===== src/anagram_group_classifier_top_assert.svh =====
// Assertion macros shared by the classifier modules.
`ifndef ANAGRAM_GROUP_CLASSIFIER_TOP_ASSERT_SVH
`define ANAGRAM_GROUP_CLASSIFIER_TOP_ASSERT_SVH
// Implication checked on every clock edge outside reset.
`define AGC_ASSERT_IMP(label, clk, rst, ante, cons, msg) \
  label: assert property (@(posedge clk) disable iff (rst) (ante) |-> (cons)) \
    else $error(msg);
// Next-cycle implication checked outside reset.
`define AGC_ASSERT_NEXT(label, clk, rst, ante, cons, msg) \
  label: assert property (@(posedge clk) disable iff (rst) (ante) |=> (cons)) \
    else $error(msg);
`endif


===== src/agc_pkg.sv =====
// ----------------------------------------------------------------------------
// agc_pkg
// Shared constants and types of the anagram group classifier.
// ----------------------------------------------------------------------------
`default_nettype none
package agc_pkg;
  localparam int ALPHABET_SIZE = 26;
  localparam int MAX_GROUPS    = 64;
  localparam int COUNT_BITS    = 8;
  localparam int LETTER_W      = 5;
  localparam int GID_W         = 6;
  localparam int SIG_W         = ALPHABET_SIZE * COUNT_BITS;
  localparam int GRP_W         = (MAX_GROUPS > 1) ? $clog2(MAX_GROUPS) : 1;
  localparam int USED_W        = $clog2(MAX_GROUPS + 1);
  localparam int QDEPTH        = 4;
  localparam int QIDX_W        = 2;
  localparam int QCNT_W        = 3;

  typedef logic [COUNT_BITS-1:0] count_t;
  typedef logic [SIG_W-1:0] sig_t;

  typedef struct packed {
    sig_t sig;
    logic sat;
    logic clr;
  } req_t;

  typedef struct packed {
    logic [GID_W-1:0] group_id;
    logic             new_group;
    logic             table_full;
    logic             too_long;
  } res_t;
endpackage
`default_nettype wire


===== src/agc_front.sv =====
// ----------------------------------------------------------------------------
// agc_front
// Letter counter: builds the count signature and emits a request per string.
// ----------------------------------------------------------------------------
`default_nettype none
module agc_front (
  input  wire logic                            clk,
  input  wire logic                            rst,
  input  wire logic                            take,
  input  wire logic [agc_pkg::LETTER_W-1:0]    letter,
  input  wire logic                            has_letter,
  input  wire logic                            last,
  input  wire logic                            new_set,
  output logic                                 req_valid,
  output agc_pkg::req_t                        req
);
  import agc_pkg::*;

  count_t counts [ALPHABET_SIZE];
  logic   sat;
  logic   clr_pend;
  sig_t   sig_next;
  logic   sat_next;
  logic   hit;

  always_comb begin
    sat_next = sat;
    for (int i = 0; i < ALPHABET_SIZE; i++) begin
      hit = has_letter && (32'(letter) == i);
      sig_next[i*COUNT_BITS +: COUNT_BITS] = counts[i];
      if (hit) begin
        if (counts[i] == '1) begin
          sat_next = 1'b1;
        end else begin
          sig_next[i*COUNT_BITS +: COUNT_BITS] = counts[i] + 1'b1;
        end
      end
    end
  end

  always_ff @(posedge clk) begin
    req_valid <= 1'b0;
    if (rst) begin
      for (int i = 0; i < ALPHABET_SIZE; i++) begin
        counts[i] <= '0;
      end
      sat      <= 1'b0;
      clr_pend <= 1'b0;
    end else if (take) begin
      if (last) begin
        for (int i = 0; i < ALPHABET_SIZE; i++) begin
          counts[i] <= '0;
        end
        sat       <= 1'b0;
        clr_pend  <= 1'b0;
        req_valid <= 1'b1;
        req.sig   <= sig_next;
        req.sat   <= sat_next;
        req.clr   <= clr_pend | new_set;
      end else begin
        for (int i = 0; i < ALPHABET_SIZE; i++) begin
          counts[i] <= sig_next[i*COUNT_BITS +: COUNT_BITS];
        end
        sat      <= sat_next;
        clr_pend <= clr_pend | new_set;
      end
    end
  end

  `include "anagram_group_classifier_top_assert.svh"
  `AGC_ASSERT_NEXT(a_req_after_last, clk, rst, take && last, req_valid, "missing request")
  `AGC_ASSERT_NEXT(a_no_req, clk, rst, !(take && last), !req_valid, "stray request")
  `AGC_ASSERT_NEXT(a_sat_clear, clk, rst, take && last, !sat, "sat not cleared")
endmodule
`default_nettype wire


===== config.mk =====
export PLATFORM = sky130hd
export DESIGN_NAME = agc_front
export DESIGN_NICKNAME = d
export VERILOG_FILES = /design/src/agc_pkg.sv /design/src/agc_front.sv
export VERILOG_INCLUDE_DIRS = /design/src /design/src/src
export SDC_FILE = /design/constraint.sdc
export NUM_CORES = 1
export LEC_CHECK = 0
export BUFFER_PORTS_ARGS = -buffer_cell sky130_fd_sc_hd__buf_2
export CORE_ASPECT_RATIO = 1.25
export CORE_UTILIZATION = 61
export CTS_BUF_LIST = sky130_fd_sc_hd__clkbuf_2
export CTS_CLUSTER_SIZE = 40
export DETAILED_ROUTE_END_ITERATION = 6
export HOLD_SLACK_MARGIN = 0.02
export PLACE_DENSITY = 0.87
export SLEW_MARGIN = 30
export SYNTH_ARGS = -nofsm -noshare
export SYNTH_HDL_FRONTEND = slang
export SYNTH_SLANG_ARGS = --single-unit

===== constraint.sdc =====
create_clock -name clk -period 8.05 [get_ports clk]
set_clock_uncertainty 0.15 [all_clocks]
set_input_delay 0.4025 -clock clk [delete_from_list [all_inputs] [get_ports clk]]
set_output_delay 0.4025 -clock clk [all_outputs]
set_load 0.03 [all_outputs]

==> results by group <==
Yosys
  – Top FF cell, synth: edfxtp_1
  – Syn_area_per_cell: 13.0 um2
  – Yosys cell types: 51
  – Synth warnings: 0
  – Yosys reg bits: 421
  – Post-synthesis net count: 1,514
  – Async set-or-reset flop fraction in the synthesized netlist: 0%
  – Number of flops mapped to enable cells by yosys: 410
  – Register area share after synthesis: 65.4%
  – Synthesized area: 19,200 um2
  – Gate Count Post-Synth: 1,477

Power
  – Max VDD drop: 0.000133 V
  – Total power: 4.27 mW
  – P_sw: 1.09 mW
  – Pleak: 8.51 nW
  – Sw frac: 25.5%
  – Clock Power Share: 33.7%
  – Cell internal pwr: 3.18 mW
  – Power per cell area: 196 nW/um2
  – Sequential power share: 60.1%
  – Logic pwr share: 6.2%

Finish
  – Final #Nets: 1,808
  – Area growth syn-to-layout: 13.5%
  – Share of layout cells above drive strength 1: 25.2%
  – Cell Count, Final, Fillers Out: 2,260
  – Most common cell after layout, fill and taps aside: edfxtp_1
  – Most frequent cells in the layout: edfxtp_1 (410), buf_2 (221), and2_1 (172)

Clocking
  – Clock sink total: 421
  – TritonCTS clock tree: done
  – Number of gates resized after cts: 0
  – CTS Buf Count: 96
  – Clock tree buffer depth: 3
  – H-tree levels: 3
  – Clock-pin slew on the worst setup and hold paths: 110 ps
  – Clock Root Buffer: clkbuf_2
  – Worst-Skew Late Latency: 910 ps

GRT
  – Vias in the first global route: 12,733
  – Largest net degree at the start of global routing: 124
  – GRT Resource Usage Total: 25.9%
  – Grt ovf: 0
  – Initial antenna violation count: 2
  – First-pass GRT wire length: 64,600 um

Routing
  – WL/cell: 18.4 um
  – Via/cell ratio: 5.70
  – Pre-Repair DR Iteration Count: 5
  – Routed Antenna Nets: 0
  – Drt total wl: 41,500 um
  – Routed via count: 12,880
  – Detailed-route DRC error count: 0
  – DRT iter0 DRCs: 878

Min path
  – Hold path depth: 4
  – HP Class: in2reg

Floorplanning
  – Die ar.: 32,100 um2
  – Boundary pin count: 222
  – FP Rows: 72
  – CORE AREA: 30,900 um2
  – Initial Util: 62.0%
  – Chip width: 161 um
  – Chip height: 200 um

Timing
  – Crit share post-route: 33.5%
  – Unrepaired setup endpoints after global routing: false
  – F_max: 0.371 GHz
  – Slew headroom: 34.4%
  – Final Setup Violations: 0
  – Hold Fails Final Rpt: 0
  – Final min period: 2700 ps
  – Setup_tns: 0 ps
  – Max Slew Vio Count: 0
  – Tightest Pin Transition: 984 ps

Critical path
  – Crit-path cells: dlygate4sd3_1, buf_2, nand2b_1, or4_1, and4b_1, nand4_1, or4_4, a22o_1
  – R2r worst-path depth: 7
  – Crit path largest cell delay: 770 ps
  – Crit Path Max Fanout: 13
  – Crit path launch type: input pin
  – Data arrival time of the worst path: 3350 ps
  – Slowest CP cell: nand2b_1
  – Critical path capture point type: flip-flop
  – Crit Path Class: in2reg
  – Worst EP required: 8700 ps

Status
  – Outcome: completed

Placement
  – Gpl congestion: 0.876
  – Post-DP HPWL: 27,300 um
  – DP Cell Count: 2,070
  – Input/output buffers: 221

Run
  – Max_cap viols: 0
kinds of logic after synthesis:
| kind of cell | synth area share, % |
|---|---|
| xor+xnor | 5.17 |
| fa+ha+maj | 1.70 |
| compound gates | 2.98 |
| buf+inv | 1.27 |
| simple gates | 19.6 |
| flops | 65.4 |
| mux | 3.93 |
through the flow:
stage	util (%)	setup WS (ps)	instance area [um2]	hold slack, ps
final	70.4	5350	21700	146
after global routing	70.4	5260	21700	112
after CTS	70.3	5360	21700	49.5
after detailed placement	66.9	4960	20700	320
after global placement	66.9	5030	20700	320
after floorplan	-	1800	19200	300
state kept, by name, summed over array words and instances, names as in the netlist:
signal	count
clr_pend	1
sat	1
req_valid	1
req	210
counts	208
path summary, 6_finish.rpt:
| check | from | endpoint | slack, ps |
|---|---|---|---|
| worst max-delay path | letter[1] | sat | 5350 |
| worst min-delay path | letter[2] | req[32] | 150 |
| worst max register to register | counts[0][0] | counts[0][1] | 5440 |
| worst min register to register | sat | sat | 350 |
area by class of cell:
cell class	instances	area, um2
antenna	2	5.00
clock buffer	142	711
clock inverter	36	249
fill	2073	9160
inverter	17	71.3
multi-input combinational	998	6400
sequential	421	12500
tap	407	509
timing repair buffer	237	1270
power by group through the flow:
stage	combinational [mW]	clock, mW	sequential [mW]
floorplan	0.128	0	2.66
global placement	0.250	0	2.61
detailed placement	0.259	0	2.61
CTS	0.264	1.47	2.56
global route	0.286	1.57	2.57
finish	0.265	1.44	2.56
per-layer routing:
layer / routed length (um) / part of all wire [%] / up-vias / track usage (%)
met4: 1820 / 4.4 / 0 / 13.7
met3: 3180 / 7.7 / 99 / 5.92
met5: 0 / 0 / - / 0
li1: - / - / 6079 / -
met1: 16000 / 38 / 6175 / 31.4
met2: 20500 / 49 / 527 / 43.1
synth_stat cells (11+ instances only):
| master | count | area share (%) |
|---|---|---|
| o21ai_0 | 13 | 0.34 |
| nand2_1 | 145 | 2.8 |
| a21oi_1 | 52 | 1.4 |
| edfxtp_1 | 410 | 64 |
| dfxtp_1 | 11 | 1.1 |
| and3_1 | 23 | 0.75 |
| inv_1 | 17 | 0.33 |
| mux2_2 | 66 | 3.9 |
| o21a_1 | 13 | 0.51 |
| nor2b_1 | 19 | 0.62 |
| xnor2_1 | 60 | 2.7 |
| nand4_1 | 67 | 2.2 |
| or2_2 | 11 | 0.36 |
| ha_1 | 26 | 1.7 |
| nand3_1 | 67 | 1.8 |
| and2_1 | 172 | 5.6 |
| nand2b_1 | 22 | 0.72 |
| xor2_1 | 53 | 2.4 |
| nor2_1 | 91 | 1.8 |
| clkbuf_1 | 35 | 0.69 |
| nor3_1 | 29 | 0.76 |
critical path: cells and delay by family:
kind                   cells  cell delay (ps)
AOI/OAI and AO/OA          1              180
buffers and inverters      2              720
and+or+nand+nor            5             2030
what timing repair did:
item,4_1_cts,5_1_grt
buffers inserted,0,0
hold buffers,9,0
endpoints found under the hold margin,17,0
(Power assumes the default switching activity.)
