[config.mk]
export PLATFORM = sky130hd
export DESIGN_NAME = agc_queue
export DESIGN_NICKNAME = d
export VERILOG_FILES = /design/src/agc_pkg.sv /design/src/agc_queue.sv
export VERILOG_INCLUDE_DIRS = /design/src /design/src/src
export SDC_FILE = /design/constraint.sdc
export NUM_CORES = 1
export LEC_CHECK = 0
export BUFFER_PORTS_ARGS = -buffer_cell sky130_fd_sc_hd__buf_2
export CELL_PAD_IN_SITES_DETAIL_PLACEMENT = 0
export CELL_PAD_IN_SITES_GLOBAL_PLACEMENT = 2
export CORE_ASPECT_RATIO = 1.2
export CORE_MARGIN = 2
export CORE_UTILIZATION = 49
export CTS_CLUSTER_SIZE = 10
export DETAILED_ROUTE_END_ITERATION = 10
export PLACE_DENSITY_LB_ADDON = 0.08
export RECOVER_POWER = 25
export SETUP_SLACK_MARGIN = 0.15
export SLEW_MARGIN = 20
export SYNTH_ARGS = -nofsm -noshare
export SYNTH_HDL_FRONTEND = slang
export SYNTH_SLANG_ARGS = --single-unit
export TNS_END_PERCENT = 50
[constraint.sdc]
create_clock -name clk -period 11.6 [get_ports clk]
set_input_delay 2.32 -clock clk [delete_from_list [all_inputs] [get_ports clk]]
set_output_delay 2.32 -clock clk [all_outputs]
set_load 0.02 [all_outputs]
[src/anagram_group_classifier_top_assert.svh]
// Assertion macros shared by the classifier modules.
`ifndef ANAGRAM_GROUP_CLASSIFIER_TOP_ASSERT_SVH
`define ANAGRAM_GROUP_CLASSIFIER_TOP_ASSERT_SVH
// Implication checked on every clock edge outside reset.
`define AGC_ASSERT_IMP(label, clk, rst, ante, cons, msg) \
  label: assert property (@(posedge clk) disable iff (rst) (ante) |-> (cons)) \
    else $error(msg);
// Next-cycle implication checked outside reset.
`define AGC_ASSERT_NEXT(label, clk, rst, ante, cons, msg) \
  label: assert property (@(posedge clk) disable iff (rst) (ante) |=> (cons)) \
    else $error(msg);
`endif

[src/agc_pkg.sv]
// ----------------------------------------------------------------------------
// agc_pkg
// Shared constants and types of the anagram group classifier.
// ----------------------------------------------------------------------------
`default_nettype none
package agc_pkg;
  localparam int ALPHABET_SIZE = 26;
  localparam int MAX_GROUPS    = 64;
  localparam int COUNT_BITS    = 8;
  localparam int LETTER_W      = 5;
  localparam int GID_W         = 6;
  localparam int SIG_W         = ALPHABET_SIZE * COUNT_BITS;
  localparam int GRP_W         = (MAX_GROUPS > 1) ? $clog2(MAX_GROUPS) : 1;
  localparam int USED_W        = $clog2(MAX_GROUPS + 1);
  localparam int QDEPTH        = 4;
  localparam int QIDX_W        = 2;
  localparam int QCNT_W        = 3;

  typedef logic [COUNT_BITS-1:0] count_t;
  typedef logic [SIG_W-1:0] sig_t;

  typedef struct packed {
    sig_t sig;
    logic sat;
    logic clr;
  } req_t;

  typedef struct packed {
    logic [GID_W-1:0] group_id;
    logic             new_group;
    logic             table_full;
    logic             too_long;
  } res_t;
endpackage
`default_nettype wire

[src/agc_queue.sv]
// ----------------------------------------------------------------------------
// agc_queue
// Short FIFO of finished-string requests between front and back.
// ----------------------------------------------------------------------------
`default_nettype none
module agc_queue (
  input  wire logic                 clk,
  input  wire logic                 rst,
  input  wire logic                 push,
  input  wire agc_pkg::req_t        din,
  input  wire logic                 pop,
  output agc_pkg::req_t             dout,
  output logic                      not_empty,
  output logic                      almost_full
);
  import agc_pkg::*;

  req_t              q [QDEPTH];
  logic [QIDX_W-1:0] wp;
  logic [QIDX_W-1:0] rp;
  logic [QCNT_W-1:0] cnt;

  assign dout        = q[rp];
  assign not_empty   = cnt != '0;
  assign almost_full = cnt >= QCNT_W'(QDEPTH - 2);

  always_ff @(posedge clk) begin
    if (push) begin
      q[wp] <= din;
    end
    if (rst) begin
      wp  <= '0;
      rp  <= '0;
      cnt <= '0;
    end else begin
      if (push) begin
        wp <= wp + 1'b1;
      end
      if (pop) begin
        rp <= rp + 1'b1;
      end
      cnt <= cnt + QCNT_W'(push) - QCNT_W'(pop);
    end
  end

  `include "anagram_group_classifier_top_assert.svh"
  `AGC_ASSERT_IMP(a_no_overflow, clk, rst, push, cnt < QCNT_W'(QDEPTH), "queue overflow")
  `AGC_ASSERT_IMP(a_no_underflow, clk, rst, pop, not_empty, "queue underflow")
  `AGC_ASSERT_IMP(a_cnt_range, clk, rst, 1'b1, cnt <= QCNT_W'(QDEPTH), "count out of range")
endmodule
`default_nettype wire

==> impl_metrics.py, run 1 <==
metrics = {
    "floorplanning": {
        "die_w_um": 233.5,
        "core_area_um2": 62310,
        "ios": 426,
        "rows": 100,
        "fp.dieH_um": 279.4,
        "start_util_pct": 49.70,
        "die_area_um2": 65230,
    },
    "synthesis": {
        "yosysUniqueCellTypes": 21,
        "yosysWarnings": 0,
        "synth_seq_cells": 849,
        "synth_top_family_by_area": "multiplexers",
        "syn-num-nets": 1364,
        "synth_compound_area_share_pct": 0.07273,
        "ys_seq_area_share_pct": 82.04,
        "synth.cell_area_um2": 30970,
        "synthXorXnorAreaFrac_pct": 0.08485,
        "syn_area_per_cell_um2": 27.12,
        "synthMuxAreaShare_pct": 15.31,
        "synth_adder_area_share_pct": 0.3475,
        "syn_inst": 1142,
        "synth_simple_gate_area_share_pct": 0.2141,
    },
    "cells_and_area": {
        "fin_nets": 1855,
        "final_common_cell": "edfxtp_1",
        "final_cell_mix": "840 x edfxtp_1, 295 x buf_2, 210 x mux4_2",
        "fin_util_pct": 58.05,
        "layout-drive-gt1-share_pct": 38.18,
        "syn2layout_area_growth_pct": 16.80,
    },
    "drt": {
        "drt_pre_antenna_iters": 6,
        "detail_route.wl_per_cell_um": 25.96,
        "vias_per_cell": 5.511,
        "vias": 13720,
        "antenna_left": 0,
        "wl_um": 64640,
        "drtIter0Drc": 859,
        "drc": 0,
    },
    "timing": {
        "clock.fmax_ghz": 0.1567,
        "worst_pin_slew_ns": 1.008,
        "setup_violations": 0,
        "finalHoldViolCount": 0,
        "relSlewSlack_pct": 32.81,
        "layout_min_cycle_time_ns": 6.383,
        "final.setup.tns_ns": 0,
        "min_period_over_period_pct": 55.03,
        "setup_slack_ns": 5.217,
        "finClkSkew_ns": 0.01814,
        "final_max_slew_viol_count": 0,
        "grt_setup_unrepaired": "false",
    },
    "worst_setup_path": {
        "crit_buf_inv": 3,
        "critPathKind": "reg -> out",
        "cp-end-kind": "output port",
        "crit_path_start_kind": "flip-flop",
        "crit_arrival_ns": 4.06,
        "critPathMostFrequentCell": "buf_4",
        "cpPeakStageDelay_ns": 0.82,
        "critPathSlowestCell": "dfxtp_4",
        "cp_max_fo": 45,
        "path_cells": "buf_4 > buf_4 > mux4_2 > buf_2",
        "cp.required_ns": 9.28,
        "cp_top_family": "buffers and inverters",
    },
    "global_routing": {
        "grt_use_total_pct": 20.07,
        "grt_antenna_before_repair": 23,
        "gr-total-overflow": 0,
        "grt_start_max_net_pins": 120,
        "grt_pass1_wl_um": 94820,
        "grt_pass1_vias": 14590,
    },
    "cts": {
        "ctsResizeCount": 0,
        "hold_buffers": 0,
        "clkSinkCount": 849,
        "clockBufferDepth": 3,
        "clock_latency_ns": 0.63,
        "cts_tree": "built",
        "cts_max_level": 3,
        "clockRootBuffer": "clkbuf_16",
        "cts_setup_buffers": 0,
        "path_clk_slew_ns": 0.05,
        "cts_buffers": 95,
    },
    "power_and_ir_drop": {
        "p_sw_share_pct": 22.73,
        "ir_worst_vdd_uv": 171.0,
        "p_seq_share_pct": 52.2,
        "p_sw_w": 0.001556,
        "p_int_w": 0.005291,
        "combPwrFrac_pct": 10.3,
        "power-per-cell-area_nw_per_um2": 189.3,
        "power.share.clock_pct": 37.4,
        "power_leakage_nw": 11.74,
    },
    "status": {
        "status": "finished clean",
    },
    "placed_design": {
        "port_buffers": 425,
        "dpl.hpwl_um": 39520,
        "globalplace.congestion": 0.7410,
        "dpl_worst_slack_ns": 5.648,
    },
    "min_path": {
        "hold_class": "reg -> reg",
    },
    "run": {
        "max_cap_violations": 0,
    },
}
[flip-flops by register name, indices dropped and copies added, names as in the netlist, named ones only]
register / flops
rp: 2
wp: 2
cnt: 3
q: 840
[power groups by stage]
stage,Clock [W],Sequential (W),Combinational (W)
global route,0.00275,0.00359,0.000759
global placement,0,0.00363,0.000727
finish,0.00256,0.00358,0.000708
detailed placement,0,0.00364,0.000732
floorplan,0,0.00364,0.000487
CTS,0.00264,0.00358,0.000734
[cell type report]
class | count | area (um2)
fill | 4607 | 26140
sequential | 849 | 25410
multi-input combinational | 238 | 4972
clock buffer | 115 | 2484
timing repair buffer | 442 | 2121
tap | 816 | 1021
clock inverter | 7 | 95.09
antenna | 16 | 40.04
inverter | 7 | 26.28
[metrics by stage]
| step | area, um2 | cells | hold WS, ns | power, W |
|---|---|---|---|---|
| 6_report | 36170 | 2490 | 0.5242 | 0.006847 |
| 5_1_grt | 36150 | 2483 | 0.5771 | 0.007101 |
| 4_1_cts | 36290 | 2474 | 0.5244 | 0.006950 |
| 3_5_place_dp | 33710 | 2352 | 0.5138 | 0.004372 |
| 3_3_place_gp | 33710 | 2352 | 0.5099 | 0.004361 |
| 2_1_floorplan | 30970 | 1142 | 0.4993 | 0.004130 |
[path summary, 6_finish.rpt]
check,slack (ns),startpoint,endpoint,cells past startpoint
min reg2reg,0.52,rp[1],flip-flop,2
max reg2reg,8.19,wp[0],q[1][35],4
max,5.22,flip-flop,dout[72],4
min,0.52,rp[1],flip-flop,2
[synthesized netlist by cell type, drive strengths merged]
library cell,n,area (um2)
edfxtp,840,25220
buf,44,559.3
nor2,6,22.52
fa,1,20.02
mux2i,1,10.01
inv,7,26.28
nor2b,1,6.260
clkbuf,4,15.01
nand3b,1,7.510
a21oi,1,5.000
mux4,210,4730
dfxtp,9,180.2
and2,4,25.02
o31ai,1,7.510
ha,7,87.58
nand3,1,5.000
xnor2,3,26.28
a21bo,1,10.01
[layer usage]
metal  track usage [%]  vias up  part of all wire (%)
li1                  -     5932                     -
met1             25.45     7222                    38
met2             32.57      456                    51
met3             6.484       97                   8.6
met4             7.416       16                   2.4
met5                 0        -                  0.16
[cells by family (layout without fill, tap and decap cells)]
| group | after synthesis | count (layout) |
|---|---|---|
| multiplexers | 211 | 211 |
| XOR/XNOR | 3 | 3 |
| other | 0 | 16 |
| buffers and inverters | 55 | 571 |
| flip-flops | 849 | 849 |
| adder cells (fa/ha/maj) | 8 | 8 |
| AO/OA/AOI/OAI | 3 | 3 |
| AND/OR/NAND/NOR | 13 | 13 |
[worst min-delay path, delay by kind of cell (launching register included)]
kind / cells / cell delay [ns]
flip-flops: 1 / 0.31
AO/OA/AOI/OAI: 1 / 0.07
AND/OR/NAND/NOR: 1 / 0.10
Note: power is estimated with default switching activity, not from simulation.
==> run 2: changes to the inputs <==
--- a/config.mk
+++ b/config.mk
@@ -6,12 +6,13 @@
 export SDC_FILE = /design/constraint.sdc
 export NUM_CORES = 1
 export LEC_CHECK = 0
+export ABC_AREA = 1
 export BUFFER_PORTS_ARGS = -buffer_cell sky130_fd_sc_hd__buf_2
 export CELL_PAD_IN_SITES_DETAIL_PLACEMENT = 0
 export CELL_PAD_IN_SITES_GLOBAL_PLACEMENT = 2
 export CORE_ASPECT_RATIO = 1.2
 export CORE_MARGIN = 2
-export CORE_UTILIZATION = 49
+export CORE_UTILIZATION = 38
 export CTS_CLUSTER_SIZE = 10
 export DETAILED_ROUTE_END_ITERATION = 10
 export PLACE_DENSITY_LB_ADDON = 0.08
==> constraint.sdc (replaced) <==
create_clock -name clk -period 6.6 [get_ports clk]
set_input_delay 1.32 -clock clk [delete_from_list [all_inputs] [get_ports clk]]
set_output_delay 1.32 -clock clk [all_outputs]
set_load 0.02 [all_outputs]
==> run 2 against run 1 <==
  * Die area increased by 48%
  * Clock skew rose by 0.0022 ns
  * Clock-buffer cell count grew 10
  * Critical path depth grew 2
  * First-iteration DRC count grew 40%
  * Hold slack worse by 0.013 ns
  * Via count up 66%
  * Largest cell class unchanged
  * Global-route usage decreased by 1.6 points
  * Cell count grew 100%
==> impl_metrics.py, run 2 <==
metrics = {
    "status": {
        "status": "finished clean",
    },
    "cells_and_area": {
        "regArea_um2": 25410,
        "final_cell_mix": "1059 x nand2_1, 851 x inv_1, 840 x edfxtp_1",
        "syn2layout_area_growth_pct": 15.39,
        "fin_cells": 5046,
        "largest_reg_flops": 840,
        "nFillCells": 8719,
        "fin_nets": 3972,
        "layout-drive-gt1-share_pct": 11.14,
        "reg_top3": "q x840, cnt x3",
        "multi_input_area_um2": 6257,
        "regMostFlops": "q",
        "final_common_cell": "nand2_1",
    },
    "cts": {
        "cts_tree": "built",
        "clockBufferDepth": 3,
        "clockRootBuffer": "clkbuf_16",
        "cts_setup_buffers": 0,
        "path_clk_slew_ns": 0.06,
        "cts_buffers": 98,
        "ctsResizeCount": 0,
        "cts_max_level": 3,
        "hold_buffers": 0,
        "clock_latency_ns": 0.65,
        "clkSinkCount": 849,
    },
    "power_and_ir_drop": {
        "combPwrFrac_pct": 11.1,
        "p_seq_share_pct": 50.6,
        "power.share.clock_pct": 38.3,
        "p_sw_w": 0.003072,
        "power_leakage_nw": 18.67,
        "p_sw_share_pct": 24.90,
        "ir_worst_vdd_uv": 189.4,
        "p_int_w": 0.009267,
        "power-per-cell-area_nw_per_um2": 298.1,
    },
    "worst_setup_path": {
        "rr_worst_depth": 4,
        "critPathMostFrequentCell": "nand2_1",
        "crit_arrival_ns": 3.72,
        "cp_max_fo": 170,
        "critPathKind": "reg -> out",
        "ff2ff_setup_slack_ns": 3.99,
        "path_cells": "clkinv_8 > buf_12 > nand2_1 > nand3_1 > nand2_1 > buf_2",
        "cpPeakStageDelay_ns": 0.87,
        "critPathSlowestCell": "dfxtp_4",
        "cp.required_ns": 5.28,
        "reg2reg_from": "wp[0]",
        "crit_path_start_kind": "flip-flop",
        "r2r-end": "q[3][172]",
        "cp-end-kind": "output port",
    },
    "synthesis": {
        "async_reset_ff_share_pct": 0,
        "syn-num-nets": 3570,
        "syn_inst": 3348,
        "synth_edf_count": 840,
        "ys_seq_area_share_pct": 70.84,
        "synth.cell_area_um2": 35860,
        "yosys.area.top_type": "edfxtp_1",
        "synth_most_common_cell": "nand2_1",
        "synth_common_cells": "1059 x nand2_1, 856 x inv_1, 840 x edfxtp_1, 423 x nand3_1, 88 x buf_2",
        "yosysWarnings": 0,
        "synth_seq_cells": 849,
        "yosys-top-cells-area": "edfxtp_1 70%, nand2_1 11%, inv_1 9.0%, nand3_1 5.9%, buf_2 1.2%",
        "yosysUniqueCellTypes": 18,
        "synth-main-ff-cell": "edfxtp_1",
        "syn_area_per_cell_um2": 10.71,
        "synth_top_area_share_pct": 70.33,
    },
    "timing": {
        "setup_slack_ns": 1.558,
        "finClkSkew_ns": 0.02036,
        "holdWs_ns": 0.5113,
        "layout_min_cycle_time_ns": 5.042,
        "clock.fmax_ghz": 0.1983,
        "relSlewSlack_pct": 26.27,
        "grt_setup_unrepaired": "false",
        "worst_pin_slew_ns": 1.106,
        "finalHoldViolCount": 0,
        "final.setup.tns_ns": 0,
        "min_period_over_period_pct": 76.40,
        "final_max_slew_viol_count": 0,
        "setup_violations": 0,
    },
    "placed_design": {
        "dp_cells": 4900,
        "dpl.hpwl_um": 49830,
        "dpl_worst_slack_ns": 2.169,
        "port_buffers": 425,
        "globalplace.congestion": 0.7422,
    },
    "min_path": {
        "worst_hold_path.num_cells": 2,
        "hold_class": "reg -> reg",
        "hold_start": "rp[1]",
    },
    "drt": {
        "drt_pre_antenna_iters": 7,
        "vias_per_cell": 4.525,
        "drtIter0Drc": 1204,
        "detail_route.wl_per_cell_um": 17.88,
        "vias": 22830,
        "drc": 0,
        "wl_um": 90220,
        "antenna_left": 0,
    },
    "global_routing": {
        "met1_usage_pct": 23.06,
        "met2_usage_pct": 32.03,
        "grt_use_total_pct": 18.46,
        "grt_pass1_vias": 22390,
        "grt_antenna_before_repair": 30,
        "gr-total-overflow": 0,
        "grt_pass1_wl_um": 135400,
        "use_met3_pct": 4.492,
        "grt_start_max_net_pins": 187,
        "grt.busiest_layer": "met2",
    },
    "floorplanning": {
        "fp.dieH_um": 340.5,
        "rows": 123,
        "start_util_pct": 38.26,
        "die_area_um2": 96860,
        "die_w_um": 284.4,
        "core_area_um2": 93720,
        "ios": 426,
    },
    "run": {
        "max_cap_violations": 0,
    },
}
[run 2: final cells by class]
class / instances / area share (%)
Multi-Input combinational cell: 1503 / 15.12
Inverter: 857 / 7.894
Sequential cell: 849 / 61.41
Clock buffer: 125 / 6.274
Tap cell: 1250 / 3.779
Clock inverter: 14 / 0.2449
Antenna cell: 7 / 0.04233
Timing Repair Buffer: 441 / 5.240
[run 2: power groups by stage]
stage	Sequential (W)	Clock, W	Combinational (W)
after floorplan	0.00637	0	0.000874
after global placement	0.00635	0	0.00140
after detailed placement	0.00636	0	0.00142
after CTS	0.00625	0.00489	0.00142
after global routing	0.00626	0.00509	0.00152
final	0.00625	0.00472	0.00137
[run 2: metrics by stage]
stage	util, %	power, W	cell area, um2
2_1_floorplan	-	0.007241	35860
3_3_place_gp	41.44	0.007751	38830
3_5_place_dp	41.44	0.007775	38830
4_1_cts	44.31	0.01256	41530
5_1_grt	44.15	0.01287	41380
6_report	44.15	0.01234	41380
[run 2: worst max-delay path, delay by kind of cell (launching register included)]
kind | cells | cell delay (ns)
buffers and inverters | 3 | 1.37
and+or+nand+nor | 3 | 0.47
DFF | 1 | 0.87
[run 2: cells by family after synthesis]
logic type	Yosys count	share of synthesized area [%]
flops	849	70.84
fa+ha+maj	8	0.3000
simple gates	1491	17.08
compound gates	3	0.04185
xor+xnor	1	0.02443
buf+inv	996	11.72
[run 2: per-layer routing]
metal / routed length, um / share of wire, %
met1: 38260 / 42
met2: 44520 / 49
met3: 5374 / 6.0
met4: 1823 / 2.0
met5: 239 / 0.26
[run 2: worst max path at each step]
| stage | from | end | slack [ns] |
|---|---|---|---|
| floorplan | push | q[2][0] | 0.65 |
| global placement | flip-flop | dout[101] | 2.22 |
| detailed placement | flip-flop | dout[101] | 2.17 |
| CTS | flip-flop | dout[101] | 1.43 |
| global route | flip-flop | dout[101] | 1.27 |
| finish | flip-flop | dout[200] | 1.56 |
==> run 3: changes to the inputs <==
==> constraint.sdc (replaced) <==
create_clock -name clk -period 4.8 [get_ports clk]
set_input_delay 0.96 -clock clk [delete_from_list [all_inputs] [get_ports clk]]
set_output_delay 0.96 -clock clk [all_outputs]
set_load 0.02 [all_outputs]
==> run 3 against run 2 <==
  * Cell count is essentially flat
  * Via count grew 0.19%
  * Register-to-register slack lost 1.4 ns
  * Clock power grew 36%
  * Clock-buffer cell count shrank 5
  * Global-route usage grew 0.16 points
  * Combinational power grew 40%
  * Core utilization grew 0.14 points
  * Largest power group unchanged
==> impl_metrics.py, run 3 (synthesis results as in run 2) <==
metrics = {
    "cts": {
        "clockRootBuffer": "clkbuf_16",
        "cts_setup_buffers": 0,
        "ctsResizeCount": 0,
        "cts_max_level": 3,
        "cts_tree": "built",
        "clkSinkCount": 849,
        "path_clk_slew_ns": 0.05,
        "clockBufferDepth": 3,
        "hold_buffers": 0,
        "cts_buffers": 96,
        "clock_latency_ns": 0.65,
    },
    "timing": {
        "layout_min_cycle_time_ns": 4.266,
        "clock.fmax_ghz": 0.2344,
        "finalHoldViolCount": 0,
        "setup_violations": 0,
        "worst_pin_slew_ns": 1.083,
        "min_period_over_period_pct": 88.87,
        "grt_setup_unrepaired": "false",
        "finClkSkew_ns": 0.01562,
        "final_max_slew_viol_count": 0,
        "relSlewSlack_pct": 27.82,
    },
    "power_and_ir_drop": {
        "power-per-cell-area_nw_per_um2": 407.2,
        "ir_worst_vdd_uv": 303.0,
        "power_w": 0.01691,
        "power_leakage_nw": 18.71,
    },
    "global_routing": {
        "grt_pass1_wl_um": 136200,
        "grt_pass1_vias": 23010,
        "grt_start_max_net_pins": 159,
        "gr-total-overflow": 0,
        "grt_use_total_pct": 18.62,
        "grt_antenna_before_repair": 40,
    },
    "worst_setup_path": {
        "crit_path_start_kind": "flip-flop",
        "cp.required_ns": 3.84,
        "cp-end-kind": "output port",
        "cpPeakStageDelay_ns": 0.67,
        "crit_buf_inv": 3,
        "path_cells": "clkinv_8 > buf_4 > nand2_1 > nand3_1 > nand2_1 > buf_2",
        "ff2ff_setup_slack_ns": 2.61,
        "cp_top_family": "buffers and inverters",
        "critPathMostFrequentCell": "nand2_1",
        "cp_max_fo": 158,
        "critPathKind": "reg -> out",
        "critPathSlowestCell": "dfxtp_4",
        "crit_arrival_ns": 3.31,
    },
    "cells_and_area": {
        "final_common_cell": "nand2_1",
        "regMostFlops": "q",
        "reg_top3": "q x840, cnt x3",
        "final_cell_area_um2": 41520,
        "largest_reg_flops": 840,
        "final_cell_mix": "1059 x nand2_1, 851 x inv_1, 840 x edfxtp_1",
        "syn2layout_area_growth_pct": 15.77,
        "fin_nets": 3980,
        "layout-drive-gt1-share_pct": 11.38,
    },
    "floorplanning": {
        "fp.dieH_um": 340.5,
        "die_w_um": 284.4,
        "core_area_um2": 93720,
        "rows": 123,
        "ios": 426,
        "die_area_um2": 96860,
        "start_util_pct": 38.26,
    },
    "placed_design": {
        "dpl.hpwl_um": 51040,
        "dpl_cell_area_um2": 39000,
        "port_buffers": 425,
        "globalplace.congestion": 0.7397,
    },
    "drt": {
        "vias_per_cell": 4.530,
        "detail_route.wl_per_cell_um": 17.98,
        "antenna_left": 0,
        "drc": 0,
        "vias": 22880,
        "drt_pre_antenna_iters": 5,
        "drtIter0Drc": 1220,
        "wl_um": 90790,
    },
    "status": {
        "status": "finished clean",
    },
    "min_path": {
        "hold_class": "reg -> reg",
    },
    "run": {
        "max_cap_violations": 0,
    },
}
==> run 3: cell count changes in the layout (fill, tap and decap cells not counted), sizes merged <==
cell,before,now
buf,308,320
clkbuf,258,251
diode,7,14
inv,861,855
clkinv,10,5
clkinvlp,0,2
bufinv,0,1
==> run 3: final timing paths <==
path	start	to	cells past startpoint
worst min-delay path	rp[1]	flip-flop	2
worst min register to register	rp[1]	flip-flop	2
worst max-delay path	flip-flop	dout[178]	6
worst max register to register	wp[0]	q[0][31]	5
==> run 3: stage by stage <==
stage / TNS (ns) / setup slack, ns / utilization (%) / instances / hold slack (ns)
after floorplan: -329.92 / -0.7855 / - / 3348 / 0.4670
after global placement: 0 / 1.282 / 41.61 / 4910 / 0.4853
after detailed placement: 0 / 1.271 / 41.61 / 4910 / 0.4852
after CTS: 0 / 0.5528 / 44.44 / 5036 / 0.4721
after global routing: 0 / 0.3331 / 44.29 / 5048 / 0.5153
final: 0 / 0.5342 / 44.30 / 5050 / 0.4941
==> run 3: power by group <==
group          total (W)  internal, W  switching, W  leakage, nW
registers        0.00857      0.00849     0.0000761         7.79
clock network    0.00642      0.00375       0.00267         1.29
logic            0.00192     0.000519       0.00140         9.63
==> run 3: cell type report <==
type | instances | area [um2]
antenna | 14 | 35.03
clock buffer | 120 | 2577
clock inverter | 6 | 66.31
fill | 8738 | 52210
inverter | 857 | 3259
multi-input combinational | 1503 | 6257
sequential | 849 | 25410
tap | 1250 | 1564
timing repair buffer | 451 | 2346
==> run 3: worst register-to-register path, cell delays in order (launching register included) <==
cell and delay, ns:
dfxtp_1 0.34, inv_1 0.12, ha_1 0.15, nand2_1 0.12, inv_8 0.53, buf_4 0.59
==> run 3: metal layers <==
metal / track usage (%) / vias up / part of all wire [%]
met5: 0 / - / 0.28
met4: 7.632 / 40 / 3.6
met3: 5.702 / 194 / 7.8
met2: 31.55 / 574 / 48
met1: 22.05 / 10830 / 40
li1: - / 11240 / -
